--- src/rtl/dpfsm_pkg.sv ---
`timescale 1ns / 1ps
package dpfsm_pkg;

  // Event kinds
  localparam logic [3:0] KIND_TICK        = 4'd0;
  localparam logic [3:0] KIND_ACCEPT      = 4'd1;
  localparam logic [3:0] KIND_CONNECTED   = 4'd2;
  localparam logic [3:0] KIND_CONN_PEND   = 4'd3;
  localparam logic [3:0] KIND_CONN_FAIL   = 4'd4;
  localparam logic [3:0] KIND_CLOSE       = 4'd5;
  localparam logic [3:0] KIND_TXN_TIMEOUT = 4'd6;
  localparam logic [3:0] KIND_CEA         = 4'd7;
  localparam logic [3:0] KIND_CER         = 4'd8;
  localparam logic [3:0] KIND_DWR         = 4'd9;
  localparam logic [3:0] KIND_DWA         = 4'd10;
  localparam logic [3:0] KIND_DPR         = 4'd11;
  localparam logic [3:0] KIND_DPA         = 4'd12;
  localparam logic [3:0] KIND_HANGUP      = 4'd13;

  // Peer states
  localparam logic [2:0] ST_UNCONN   = 3'd0;
  localparam logic [2:0] ST_WAIT_CER = 3'd1;
  localparam logic [2:0] ST_WAIT_CEA = 3'd2;
  localparam logic [2:0] ST_CONN     = 3'd3;
  localparam logic [2:0] ST_WAIT_DWA = 3'd4;
  localparam logic [2:0] ST_WAIT_DPA = 3'd5;

  // Timer kinds
  localparam logic [1:0] TK_NONE    = 2'd0;
  localparam logic [1:0] TK_RECONN  = 2'd1;
  localparam logic [1:0] TK_WAITCER = 2'd2;

  // Messages and commands to send
  localparam logic [2:0] MSG_NONE    = 3'd0;
  localparam logic [2:0] MSG_CER     = 3'd1;
  localparam logic [2:0] MSG_CEA     = 3'd2;
  localparam logic [2:0] MSG_DWA     = 3'd3;
  localparam logic [2:0] MSG_CONNECT = 3'd4;

  // Answer codes
  localparam logic [1:0] ANS_SUCCESS   = 2'd0;
  localparam logic [1:0] ANS_MISSING   = 2'd1;
  localparam logic [1:0] ANS_NO_COMMON = 2'd2;

  // Error codes
  localparam logic [1:0] ERR_NONE     = 2'd0;
  localparam logic [1:0] ERR_MISMATCH = 2'd1;
  localparam logic [1:0] ERR_UNKNOWN  = 2'd2;

  // Configuration register indexes
  localparam logic [1:0] CFG_LOCAL_ACC  = 2'd0;
  localparam logic [1:0] CFG_LOCAL_AUTH = 2'd1;
  localparam logic [1:0] CFG_WAIT_CER   = 2'd2;
  localparam logic [1:0] CFG_RECONNECT  = 2'd3;

  // AVP presence checks
  localparam logic [5:0] CEA_NEED = 6'h3f;
  localparam logic [5:0] CER_NEED = 6'h3e;
  localparam logic [5:0] DW_BITS  = 6'h07;
  localparam logic [5:0] DWR_NEED = 6'h06;

  // Reset values of the tick registers
  localparam int unsigned WAIT_CER_RESET  = 5;
  localparam int unsigned RECONNECT_RESET = 30;

  typedef struct packed {
    logic [2:0] peer_state;
    logic       conn_in_progress;
    logic [1:0] timer_kind;
  } ctl_t;

  typedef struct packed {
    logic [2:0] send_msg;
    logic [1:0] answer_code;
    logic       close_conn;
    logic [2:0] new_state;
    logic [1:0] err_code;
  } result_t;

endpackage

--- src/rtl/diameter_peer_fsm_core.sv ---
`timescale 1ns / 1ps
// Diameter peer state machine. Each request is one event (tick, TCP event,
// timeout, received CE/DW/DP message or hangup) and yields exactly one result:
// what to send, the answer code, a close flag, the new peer state and an error
// code. One request is taken every cycle while in_stall_o is low. A request
// is held in the input register, and the single pass of logic behind it
// loads the result register and updates the peer state at the same edge,
// once the result register is free, so the result is presented from the
// result register. A stalled result holds the input register; a new
// request is still taken whenever the input register empties in the same
// cycle. Configuration writes take effect on the next request and should be
// made while idle.
module diameter_peer_fsm_core #(
  parameter int unsigned APP_COUNT  = 5,
  parameter int unsigned TIMER_BITS = 16
) (
  input  logic                  clk_i,
  input  logic                  rst_ni,

  input  logic                  in_valid_i,
  output logic                  in_stall_o,
  input  logic [3:0]            kind_i,
  input  logic [5:0]            avp_present_i,
  input  logic                  result_success_i,
  input  logic [APP_COUNT-1:0]  msg_acc_apps_i,
  input  logic [APP_COUNT-1:0]  msg_auth_apps_i,

  output logic                  out_valid_o,
  input  logic                  out_stall_i,
  output logic [2:0]            send_msg_o,
  output logic [1:0]            answer_code_o,
  output logic                  close_conn_o,
  output logic [2:0]            new_state_o,
  output logic [1:0]            error_code_o,

  input  logic                  cfg_we_i,
  input  logic [1:0]            cfg_index_i,
  input  logic [((TIMER_BITS > APP_COUNT) ? TIMER_BITS : APP_COUNT)-1:0] cfg_wdata_i
);
  import dpfsm_pkg::*;

  // Configuration registers
  logic [APP_COUNT-1:0]  local_acc_q;
  logic [APP_COUNT-1:0]  local_auth_q;
  logic [TIMER_BITS-1:0] wait_cer_q;
  logic [TIMER_BITS-1:0] reconnect_q;

  // Peer state
  ctl_t                  ctl_q, ctl_d;
  logic [TIMER_BITS-1:0] timer_left_q, timer_left_d;
  logic [APP_COUNT-1:0]  peer_acc_q, peer_acc_d;
  logic [APP_COUNT-1:0]  peer_auth_q, peer_auth_d;

  // Input register
  logic                  in_valid_q;
  logic [3:0]            kind_q;
  logic [5:0]            avp_q;
  logic                  ok_q;
  logic [APP_COUNT-1:0]  macc_q;
  logic [APP_COUNT-1:0]  mauth_q;

  // Result register
  logic                  out_valid_q;
  result_t               res_q, res_d;

  logic out_free;
  logic advance;
  logic in_take;

  assign out_free   = !out_valid_q || !out_stall_i;
  assign advance    = in_valid_q && out_free;
  assign in_stall_o = in_valid_q && !out_free;
  assign in_take    = in_valid_i && !in_stall_o;

  always_ff @(posedge clk_i or negedge rst_ni) begin
    if (!rst_ni) begin
      local_acc_q  <= '0;
      local_auth_q <= '0;
      wait_cer_q   <= TIMER_BITS'(WAIT_CER_RESET);
      reconnect_q  <= TIMER_BITS'(RECONNECT_RESET);
    end else if (cfg_we_i) begin
      case (cfg_index_i)
        CFG_LOCAL_ACC:  local_acc_q  <= cfg_wdata_i[APP_COUNT-1:0];
        CFG_LOCAL_AUTH: local_auth_q <= cfg_wdata_i[APP_COUNT-1:0];
        CFG_WAIT_CER:   wait_cer_q   <= cfg_wdata_i[TIMER_BITS-1:0];
        CFG_RECONNECT:  reconnect_q  <= cfg_wdata_i[TIMER_BITS-1:0];
        default: ;
      endcase
    end
  end

  always_ff @(posedge clk_i or negedge rst_ni) begin
    if (!rst_ni) begin
      in_valid_q <= 1'b0;
    end else if (!in_stall_o) begin
      in_valid_q <= in_valid_i;
    end
  end

  always_ff @(posedge clk_i) begin
    if (in_take) begin
      kind_q  <= kind_i;
      avp_q   <= avp_present_i;
      ok_q    <= result_success_i;
      macc_q  <= msg_acc_apps_i;
      mauth_q <= msg_auth_apps_i;
    end
  end

  dpfsm_step #(
    .APP_COUNT  (APP_COUNT),
    .TIMER_BITS (TIMER_BITS)
  ) u_step (
    .ctl_i             (ctl_q),
    .timer_left_i      (timer_left_q),
    .peer_acc_i        (peer_acc_q),
    .peer_auth_i       (peer_auth_q),
    .local_acc_i       (local_acc_q),
    .local_auth_i      (local_auth_q),
    .wait_cer_ticks_i  (wait_cer_q),
    .reconnect_ticks_i (reconnect_q),
    .kind_i            (kind_q),
    .avp_present_i     (avp_q),
    .result_success_i  (ok_q),
    .msg_acc_apps_i    (macc_q),
    .msg_auth_apps_i   (mauth_q),
    .ctl_o             (ctl_d),
    .timer_left_o      (timer_left_d),
    .peer_acc_o        (peer_acc_d),
    .peer_auth_o       (peer_auth_d),
    .res_o             (res_d)
  );

  // Commit the state update when the request moves into the result register
  always_ff @(posedge clk_i or negedge rst_ni) begin
    if (!rst_ni) begin
      ctl_q        <= '{peer_state: ST_UNCONN, conn_in_progress: 1'b0, timer_kind: TK_NONE};
      timer_left_q <= '0;
      peer_acc_q   <= '0;
      peer_auth_q  <= '0;
    end else if (advance) begin
      ctl_q        <= ctl_d;
      timer_left_q <= timer_left_d;
      peer_acc_q   <= peer_acc_d;
      peer_auth_q  <= peer_auth_d;
    end
  end

  always_ff @(posedge clk_i or negedge rst_ni) begin
    if (!rst_ni) begin
      out_valid_q <= 1'b0;
    end else if (out_free) begin
      out_valid_q <= in_valid_q;
    end
  end

  always_ff @(posedge clk_i) begin
    if (advance) begin
      res_q <= res_d;
    end
  end

  assign out_valid_o   = out_valid_q;
  assign send_msg_o    = res_q.send_msg;
  assign answer_code_o = res_q.answer_code;
  assign close_conn_o  = res_q.close_conn;
  assign new_state_o   = res_q.new_state;
  assign error_code_o  = res_q.err_code;

  // A rejected event leaves the peer state and the connect flag untouched
  assert property (@(posedge clk_i) disable iff (!rst_ni)
    (advance && res_d.err_code != ERR_NONE) |=>
      (ctl_q.peer_state == $past(ctl_q.peer_state) &&
       ctl_q.conn_in_progress == $past(ctl_q.conn_in_progress)))
    else $error("rejected event changed peer state");

  // Only the six defined states are ever reached
  assert property (@(posedge clk_i) disable iff (!rst_ni)
    ctl_q.peer_state <= ST_WAIT_DPA)
    else $error("peer state out of range");

  // No timer kind beyond reconnect and wait-for-CER
  assert property (@(posedge clk_i) disable iff (!rst_ni)
    ctl_q.timer_kind <= TK_WAITCER)
    else $error("invalid timer kind");

  // A nonzero answer code only comes with a CEA or DWA
  assert property (@(posedge clk_i) disable iff (!rst_ni)
    (out_valid_q && res_q.answer_code != ANS_SUCCESS) |->
      (res_q.send_msg == MSG_CEA || res_q.send_msg == MSG_DWA))
    else $error("answer code without an answer message");

  // Result state always matches the committed peer state
  assert property (@(posedge clk_i) disable iff (!rst_ni)
    advance |=> (res_q.new_state == ctl_q.peer_state))
    else $error("reported state differs from committed state");

endmodule

--- src/rtl/dpfsm_step.sv ---
`timescale 1ns / 1ps
module dpfsm_step #(
  parameter int unsigned APP_COUNT  = 5,
  parameter int unsigned TIMER_BITS = 16
) (
  input  dpfsm_pkg::ctl_t        ctl_i,
  input  logic [TIMER_BITS-1:0]  timer_left_i,
  input  logic [APP_COUNT-1:0]   peer_acc_i,
  input  logic [APP_COUNT-1:0]   peer_auth_i,
  input  logic [APP_COUNT-1:0]   local_acc_i,
  input  logic [APP_COUNT-1:0]   local_auth_i,
  input  logic [TIMER_BITS-1:0]  wait_cer_ticks_i,
  input  logic [TIMER_BITS-1:0]  reconnect_ticks_i,
  input  logic [3:0]             kind_i,
  input  logic [5:0]             avp_present_i,
  input  logic                   result_success_i,
  input  logic [APP_COUNT-1:0]   msg_acc_apps_i,
  input  logic [APP_COUNT-1:0]   msg_auth_apps_i,
  output dpfsm_pkg::ctl_t        ctl_o,
  output logic [TIMER_BITS-1:0]  timer_left_o,
  output logic [APP_COUNT-1:0]   peer_acc_o,
  output logic [APP_COUNT-1:0]   peer_auth_o,
  output dpfsm_pkg::result_t     res_o
);
  import dpfsm_pkg::*;

  logic                  fail_reset;
  logic [APP_COUNT-1:0]  acc_merged;
  logic [APP_COUNT-1:0]  auth_merged;
  logic                  common_app;
  logic                  in_unconn;
  ctl_t                  ctl;
  logic [TIMER_BITS-1:0] tmr;
  logic [APP_COUNT-1:0]  acc;
  logic [APP_COUNT-1:0]  auth;
  result_t               res;

  assign acc_merged  = peer_acc_i | msg_acc_apps_i;
  assign auth_merged = peer_auth_i | msg_auth_apps_i;
  assign common_app  = |((acc_merged & local_acc_i) | (auth_merged & local_auth_i));
  assign in_unconn   = (ctl_i.peer_state == ST_UNCONN);

  always_comb begin
    ctl        = ctl_i;
    tmr        = timer_left_i;
    acc        = peer_acc_i;
    auth       = peer_auth_i;
    res        = '0;
    fail_reset = 1'b0;

    case (kind_i)
      KIND_TICK: begin
        if (ctl_i.timer_kind != TK_NONE) begin
          if (timer_left_i > TIMER_BITS'(1)) begin
            tmr = timer_left_i - TIMER_BITS'(1);
          end else begin
            ctl.timer_kind = TK_NONE;
            tmr            = '0;
            if (ctl_i.timer_kind == TK_RECONN) begin
              if (in_unconn) begin
                res.close_conn = ctl_i.conn_in_progress;
                res.send_msg   = MSG_CONNECT;
              end
            end else if (ctl_i.peer_state == ST_WAIT_CER) begin
              res.close_conn = 1'b1;
              fail_reset     = 1'b1;
            end else begin
              res.err_code = ERR_MISMATCH;
            end
          end
        end
      end
      KIND_ACCEPT: begin
        if (in_unconn) begin
          // Drop a stale outbound attempt unless a reconnect is still pending
          if (ctl_i.timer_kind != TK_RECONN && ctl_i.conn_in_progress) begin
            res.close_conn = 1'b1;
          end
          ctl.timer_kind = TK_WAITCER;
          tmr            = wait_cer_ticks_i;
          ctl.peer_state = ST_WAIT_CER;
        end else begin
          res.err_code = ERR_MISMATCH;
        end
      end
      KIND_CONNECTED: begin
        if (in_unconn) begin
          ctl.conn_in_progress = 1'b0;
          res.send_msg         = MSG_CER;
          ctl.peer_state       = ST_WAIT_CEA;
        end else begin
          res.err_code = ERR_MISMATCH;
        end
      end
      KIND_CONN_PEND: begin
        if (in_unconn) ctl.conn_in_progress = 1'b1;
        else res.err_code = ERR_MISMATCH;
      end
      KIND_CONN_FAIL: begin
        if (in_unconn) fail_reset = 1'b1;
        else res.err_code = ERR_MISMATCH;
      end
      KIND_CLOSE: begin
        res.close_conn = 1'b1;
        fail_reset     = 1'b1;
      end
      KIND_TXN_TIMEOUT: begin
        if (ctl_i.peer_state == ST_WAIT_CEA || ctl_i.peer_state == ST_WAIT_DPA) begin
          res.close_conn = 1'b1;
          fail_reset     = 1'b1;
        end else begin
          res.err_code = ERR_MISMATCH;
        end
      end
      KIND_CEA: begin
        if (ctl_i.peer_state == ST_WAIT_CEA) begin
          acc  = acc_merged;
          auth = auth_merged;
          if (avp_present_i != CEA_NEED || !result_success_i) begin
            res.close_conn = 1'b1;
            fail_reset     = 1'b1;
          end else begin
            ctl.peer_state = ST_CONN;
          end
        end else begin
          res.err_code = ERR_MISMATCH;
        end
      end
      KIND_CER: begin
        if (ctl_i.peer_state == ST_WAIT_CER || ctl_i.peer_state == ST_WAIT_CEA) begin
          // Stop the wait-for-CER timer once the CER shows up
          if (ctl_i.peer_state == ST_WAIT_CER && ctl_i.timer_kind == TK_WAITCER) begin
            ctl.timer_kind = TK_NONE;
            tmr            = '0;
          end
          acc          = acc_merged;
          auth         = auth_merged;
          res.send_msg = MSG_CEA;
          if (avp_present_i != CER_NEED) begin
            res.answer_code = ANS_MISSING;
            res.close_conn  = 1'b1;
            fail_reset      = 1'b1;
          end else if (common_app) begin
            res.answer_code = ANS_SUCCESS;
            ctl.peer_state  = ST_CONN;
          end else begin
            res.answer_code = ANS_NO_COMMON;
            res.close_conn  = 1'b1;
            fail_reset      = 1'b1;
          end
        end else begin
          res.err_code = ERR_MISMATCH;
        end
      end
      KIND_DWR: begin
        if (ctl_i.peer_state == ST_CONN || ctl_i.peer_state == ST_WAIT_DWA ||
            ctl_i.peer_state == ST_WAIT_DPA) begin
          res.send_msg    = MSG_DWA;
          res.answer_code = ((avp_present_i & DW_BITS) != DWR_NEED) ? ANS_MISSING
                                                                    : ANS_SUCCESS;
        end else begin
          res.err_code = ERR_MISMATCH;
        end
      end
      KIND_DWA: begin
        if (ctl_i.peer_state == ST_WAIT_DWA) ctl.peer_state = ST_CONN;
        else res.err_code = ERR_MISMATCH;
      end
      KIND_DPR: begin
        if (ctl_i.peer_state == ST_CONN) fail_reset = 1'b1;
        else res.err_code = ERR_MISMATCH;
      end
      KIND_DPA: begin
        if (ctl_i.peer_state == ST_WAIT_DPA) fail_reset = 1'b1;
        else res.err_code = ERR_MISMATCH;
      end
      KIND_HANGUP: begin
        if (ctl_i.peer_state == ST_CONN) ctl.peer_state = ST_WAIT_DPA;
        else res.err_code = ERR_MISMATCH;
      end
      default: begin
        res.err_code = ERR_UNKNOWN;
      end
    endcase

    // Peer reset: forget the peer and arm the reconnect timer
    if (fail_reset) begin
      ctl.conn_in_progress = 1'b0;
      ctl.timer_kind       = TK_RECONN;
      ctl.peer_state       = ST_UNCONN;
      tmr                  = reconnect_ticks_i;
      acc                  = '0;
      auth                 = '0;
    end

    res.new_state = ctl.peer_state;
  end

  assign ctl_o        = ctl;
  assign timer_left_o = tmr;
  assign peer_acc_o   = acc;
  assign peer_auth_o  = auth;
  assign res_o        = res;

endmodule
--- config.mk ---
export PLATFORM = sky130hd
export DESIGN_NAME = diameter_peer_fsm_core
export DESIGN_NICKNAME = d
export VERILOG_FILES = /design/src/rtl/dpfsm_pkg.sv /design/src/rtl/diameter_peer_fsm_core.sv /design/src/rtl/dpfsm_step.sv
export SDC_FILE = /design/constraint.sdc
export NUM_CORES = 1
export LEC_CHECK = 0
export ABC_CLOCK_PERIOD_IN_PS = 2430
export BUFFER_PORTS_ARGS = -buffer_cell sky130_fd_sc_hd__buf_2
export CAP_MARGIN = 10
export CORE_ASPECT_RATIO = 1.4
export CORE_MARGIN = 10
export CORE_UTILIZATION = 50
export CTS_CLUSTER_SIZE = 28
export DETAILED_ROUTE_END_ITERATION = 10
export PLACE_DENSITY = 0.75
export SLEW_MARGIN = 20
export SYNTH_ARGS = -nofsm -noshare
export SYNTH_HDL_FRONTEND = slang
export SYNTH_SLANG_ARGS = --single-unit
--- constraint.sdc ---
create_clock -name clk_i -period 2.43 [get_ports clk_i]
set_clock_uncertainty 0.1 [all_clocks]
set_input_delay 0.3645 -clock clk_i [delete_from_list [all_inputs] [get_ports clk_i]]
set_output_delay 0.3645 -clock clk_i [all_outputs]
set_load 0.005 [all_outputs]
# Yosys cells after proc, flatten, opt, wreduce, memory -nomap -nowiden
# Index checks and enable logic that the tools add are counted.
# word_totals
register_bits	108
output_inout_bits	13
# classes
add_sub_neg	1
n_lt_le_gt_ge	1
n_eq_ne	35
n_mux	80
n_bitwise	5
reduce_logical	34
# ops
cell	n
$mux 16	6
$pmux 16 s3	1
$mux 3	13
$mux 5	7
$mux 1	31
$eq 4x4->1 const B	6
$ne 3x1->1 const B	7
$pmux 2 s10	1
$pmux 5 s2	2
$mux 2	9
$pmux 3 s6	1
$eq 4x3->1 const B	4
$gt 16x1->1 const B	1
$sub 16x1->16 const B	1
$or 5x5->5	3
$ne 6x6->1 const B	2
$pmux 3 s4	1
$and 5x5->5	2
$eq 4x2->1 const B	2
$mux 4	2
$pmux 1 s8	1
$reduce_and 2->1	4
$reduce_and 4->1	2
$reduce_and 7->1	1
27 further kinds	46

# Logic depth before layout (Yosys ltp)
# logic_depth
depth_word	10
depth_mapped	11
depth_no_buf	9

# Hierarchy
# From an unflattened synthesis, not the netlist that was laid out.
# unflattened
hier_cells	534
area_unflattened_um2	6054.6
# by_module_without_submodules
mod	n_inst	cells_per_inst	area_each_um2
diameter_peer_fsm_core	1	197	3890.0
dpfsm_step	1	337	2164.6

# Worst setup path after synthesis
# No wires, ideal clock.
# synth_path
path_kind	reg2reg
startpoint	register kind_q[0]
endpoint	register ctl_q[1] (netlist bit)
setup_ns	0.125
arrival_time_ns	2.155
setup_slack_ns	0.050
path_stages_with_launch	8
n_path_buf	0
period_less_slack_ns	2.380
path_cell_list	edfxtp_1 -> or4_4 -> nor4_2 -> a32o_2 -> nor3_4 -> a31oi_4 -> o21ai_2 -> mux2_4
# synth_between
elab_chain_cells	4
word_cells_on_any_way	19
cone_classes	eq/ne: 13; mux: 3; reduce/logical: 3
# synth_lines
element	line	text
start: declaration	diameter_peer_fsm_core.sv:56	logic [3:0] kind_q;
start signal: assignment	diameter_peer_fsm_core.sv:102	kind_q <= kind_i;
$eq 4x4->1 (tied with other cells)	dpfsm_step.sv:51	case (kind_i)
$pmux 1 s8	dpfsm_step.sv:51	
$ne 3x1->1 (no line) (tied with other cells)	--	
$reduce_and 7->1 (no line)	--	
end signal: assignment	diameter_peer_fsm_core.sv:137	ctl_q <= '{peer_state: ST_UNCONN, conn_in_progress: 1'b0, timer_kind: TK_NONE};
end signal: assignment	diameter_peer_fsm_core.sv:142	ctl_q <= ctl_d;
end: declaration	diameter_peer_fsm_core.sv:49	ctl_t ctl_q, ctl_d;
# Several ways; a longest one is shown, not always the timed one.
# A chain may end at the register's enable or synchronous reset.

# Worst setup path in the final report
# layout_path
startpoint	register ctl_q[3] (netlist bit)
endpoint	register timer_left_q[0]
# layout_between
elab_chain_cells	8
word_cells_on_any_way	26
cone_classes	eq/ne: 8; mux: 12; reduce/logical: 6
# layout_lines
element	line	text
$eq 3x1->1	dpfsm_step.sv:64, dpfsm_step.sv:130, dpfsm_step.sv:132	
$mux 1	dpfsm_step.sv:64	end else if (ctl_i.peer_state == ST_WAIT_CER) begin
$mux 1	dpfsm_step.sv:59	if (ctl_i.timer_kind == TK_RECONN) begin
$mux 1	dpfsm_step.sv:54	if (timer_left_i > TIMER_BITS'(1)) begin
$mux 1	dpfsm_step.sv:53	if (ctl_i.timer_kind != TK_NONE) begin
$pmux 1 s8	dpfsm_step.sv:51	
$ne 3x1->1 (no line) / $reduce_bool 4->1 (equally long branches)	--	
$reduce_and 6->1 (no line)	--	
end signal: assignment	diameter_peer_fsm_core.sv:143	timer_left_q <= timer_left_d;
end: declaration	diameter_peer_fsm_core.sv:50	logic [TIMER_BITS-1:0] timer_left_q, timer_left_d;
# Several ways; a longest one is shown, not always the timed one.

==> run_results.csv <==
group,metric,value,unit
global_route,antenna_found_initial,0,
global_route,first_global_vias,4416,
cells_and_area,final_util,0.648,
hold_path,hold_class,"primary input to flip-flop",
place,gp_congestion,0.927,
power,power_density,822,nW/um^2
die,die_area,15000,um^2
synth,synth_top_area_frac,0.335,
cells_and_area,antenna_cells,0,
global_route,grt_first_pass_wirelength,22200,um
die,pin_count,57,
global_route,grt_usage,0.185,
global_route,grt_start_max_net_pins,77,
setup_path,crit_cells,9,
timing,rsz0062_at_grt,"true",
clock_tree,cts_tree,"yes",
route,routedWlPerCell,18.8,um
power,ir_drop,0.524,mV
timing,worst_slew_pin_slew,0.661,ns
route,drt_iter0_drc,249,
clock_tree,cts_sinks,108,
synth,netlist_area,5230,um^2
route,via_per_inst,5.73,
route,routed_wl,13900,um
timing,fin_crit_sh,1.02,
synth,synthArstFlopShare,0.704,
timing,final.setup.worst_slack,-0.0496,ns
synth,synth.avg_cell_area,11.4,um^2
timing,finalHoldViolCount,0,
power,leakage,2.88,nW
synth,ys_ff_latch,108,
route,firstDrtPassIters,6,
route,drc_errors,0,
setup_path,crit_path_start_kind,"flip-flop",
die,dieHeight,141,um
synth,synth_cells,461,
setup_path,critPathCaptureType,"flip-flop",
synth,synth.largest_area_cell,"dfrtp_1",
synth,synth_warnings,0,
setup_path,slowest_delay,0.46,ns
clock_tree,clock_latency,0.36,ns
clock_tree,clockBufferDepth,2,
synth,synth_most_common_cell,"dfrtp_1",
run,drv_cap,0,
cells_and_area,seqCellArea,2870,um^2
setup_path,required,2.54,ns
setup_path,critPathSlowestCell,"dfrtp_2",
run_status,status,"complete, but fails checks",
hold_path,whs_path_depth,1,
place,place_hpwl,9820,um
route,postRouteAntennaNets,0,
die,num_rows,44,
clock_tree,clk_pin_slew,0.08,ns
global_route,overflow,0,
setup_path,critPathBufInv,2,
setup_path,worstRegToRegCells,9,
synth,synth.top_cells.by_count,"dfrtp_1, mux2_2, nand2_1, nor2_1, edfxtp_1",
cells_and_area,layout.nets,639,
place,portBuffers,56,
setup_path,crit_family,"compound AO/OA/AOI/OAI gates",
cells_and_area,drive_gt1_frac,0.411,
synth,synth_flop_cell,"dfrtp_1",
setup_path,worstPathMaxFanout,5,
timing,setup_viol,3,
run_status,violations,"negative setup slack",
timing,maxSlewViolCount,0,
cells_and_area,multiInputGateArea,2340,um^2
synth,yosysSeqAreaShare,0.548,
synth,yosys-top-cells-area,"dfrtp_1, edfxtp_1, mux2_2",
cells_and_area,nFillCells,822,
die,die_w,106,um
timing,fin_crit,2.48,ns
route,vias,4218,
cells_and_area,areaGrowthSynthToFinish,27.4,%
timing,finalHoldWorstSlack,0.0770,ns
timing,slew-limit-headroom,0.556,
setup_path,arrival,2.59,ns
clock_tree,root_buffer,"clkbuf_16",
synth,synth_edf_count,32,
die,coreArea,10300,um^2
synth,yosysUniqueCellTypes,63,
die,start_util,0.508,
timing,fmax,0.403,GHz
clock_tree,cts_buffers,9,
synth,synthesis.nets,507,
setup_path,critical_path_class,"flip-flop to flip-flop",
clock_tree,htree_num_levels,3,
setup_path,crit_chain,"buf_4, nand3b_1, o21ai_0, a22o_4, nor3_4, nand2_2, buf_6, a222oi_1, a21oi_1",
## where the power goes
group          internal, W  leakage, nW  switching, W
clock network     0.000713        0.133      0.000678
registers          0.00225         1.23      0.000238
logic             0.000806         1.52      0.000793
## layout make-up
class,instances,area share
multi-input combinational,323,0.351
inverter,8,0.00450
clock buffer,11,0.0349
sequential,108,0.431
tap,138,0.0259
timing repair buffer,143,0.146
clock inverter,5,0.00676
## registers in the layout, summed over array words and instances, names as in the netlist
register       count
answer_code_o      2
local_acc_q        5
out_valid_o        1
send_msg_o         3
wait_cer_q        16
peer_acc_q         5
kind_q             4
mauth_q            5
close_conn_o       1
ok_q               1
timer_left_q      16
local_auth_q       5
ctl_q              6
reconnect_q       16
avp_q              6
error_code_o       2
new_state_o        3
in_valid_q         1
peer_auth_q        5
macc_q             5
## placed cells by master, fill, tap and decap left out, drive strengths merged, types with 9 or more instances in the layout
cell    instances
buf           142
dfrtp          70
mux2           44
nand2          39
nor2           37
edfxtp         32
o21ai          31
nor3           22
nand3          16
a22o           13
a21oi          11
nand2b         11
clkbuf         11
inv            10
and3            9
## metal layers
metal	vias up	GRT usage	share of wire
met5	-	0	0
met4	0	0.0808	0.033
met3	36	0.0365	0.043
met2	144	0.330	0.53
met1	2058	0.209	0.39
li1	1980	-	-
## stage by stage
step                cell area, um^2  power, W  setup TNS, ns  setup WS (ns)  cells
floorplan                      5230   0.00331              0         0.0502    461
global placement               6140   0.00388         -0.992         -0.119    707
detailed placement             6140   0.00394          -3.09         -0.247    707
CTS                            6550   0.00540         -0.426        -0.0625    731
global route                   6670   0.00575          -1.53         -0.135    736
finish                         6670   0.00548        -0.0702        -0.0496    736
## final timing paths
check	start	end	slack (ns)
min in group asynchronous	rst_ni	reconnect_q[11]	0.47
worst min-delay path	avp_present_i[4]	avp_q[4]	0.08
worst max register to register	ctl_q[3]	timer_left_q[0]	-0.05
worst max-delay path	ctl_q[3]	timer_left_q[0]	-0.05
max in group asynchronous	rst_ni	reconnect_q[4]	1.39
worst min register to register	macc_q[2]	peer_acc_q[2]	0.40
## cell families (layout without fill, tap and decap cells)
logic type	Yosys count	in the layout	share of synthesized area
AOI/OAI and AO/OA	95	95	0.130
xor gates and xnor gates	7	7	0.0117
adders and majority gates	2	2	0.00478
buffers and inverters	30	167	0.0294
DFF	108	108	0.548
muxes	47	47	0.101
and+or+nand+nor	172	172	0.175
## timing repair
action,CTS,global route
pin swaps,8,13
gates resized for setup,21,24
cloned,1,0
buffers inserted,6,5
endpoints found under the setup margin,27,35
endpoints found under the hold margin,70,0
hold buffers,1,0
(Power assumes the default switching activity.)
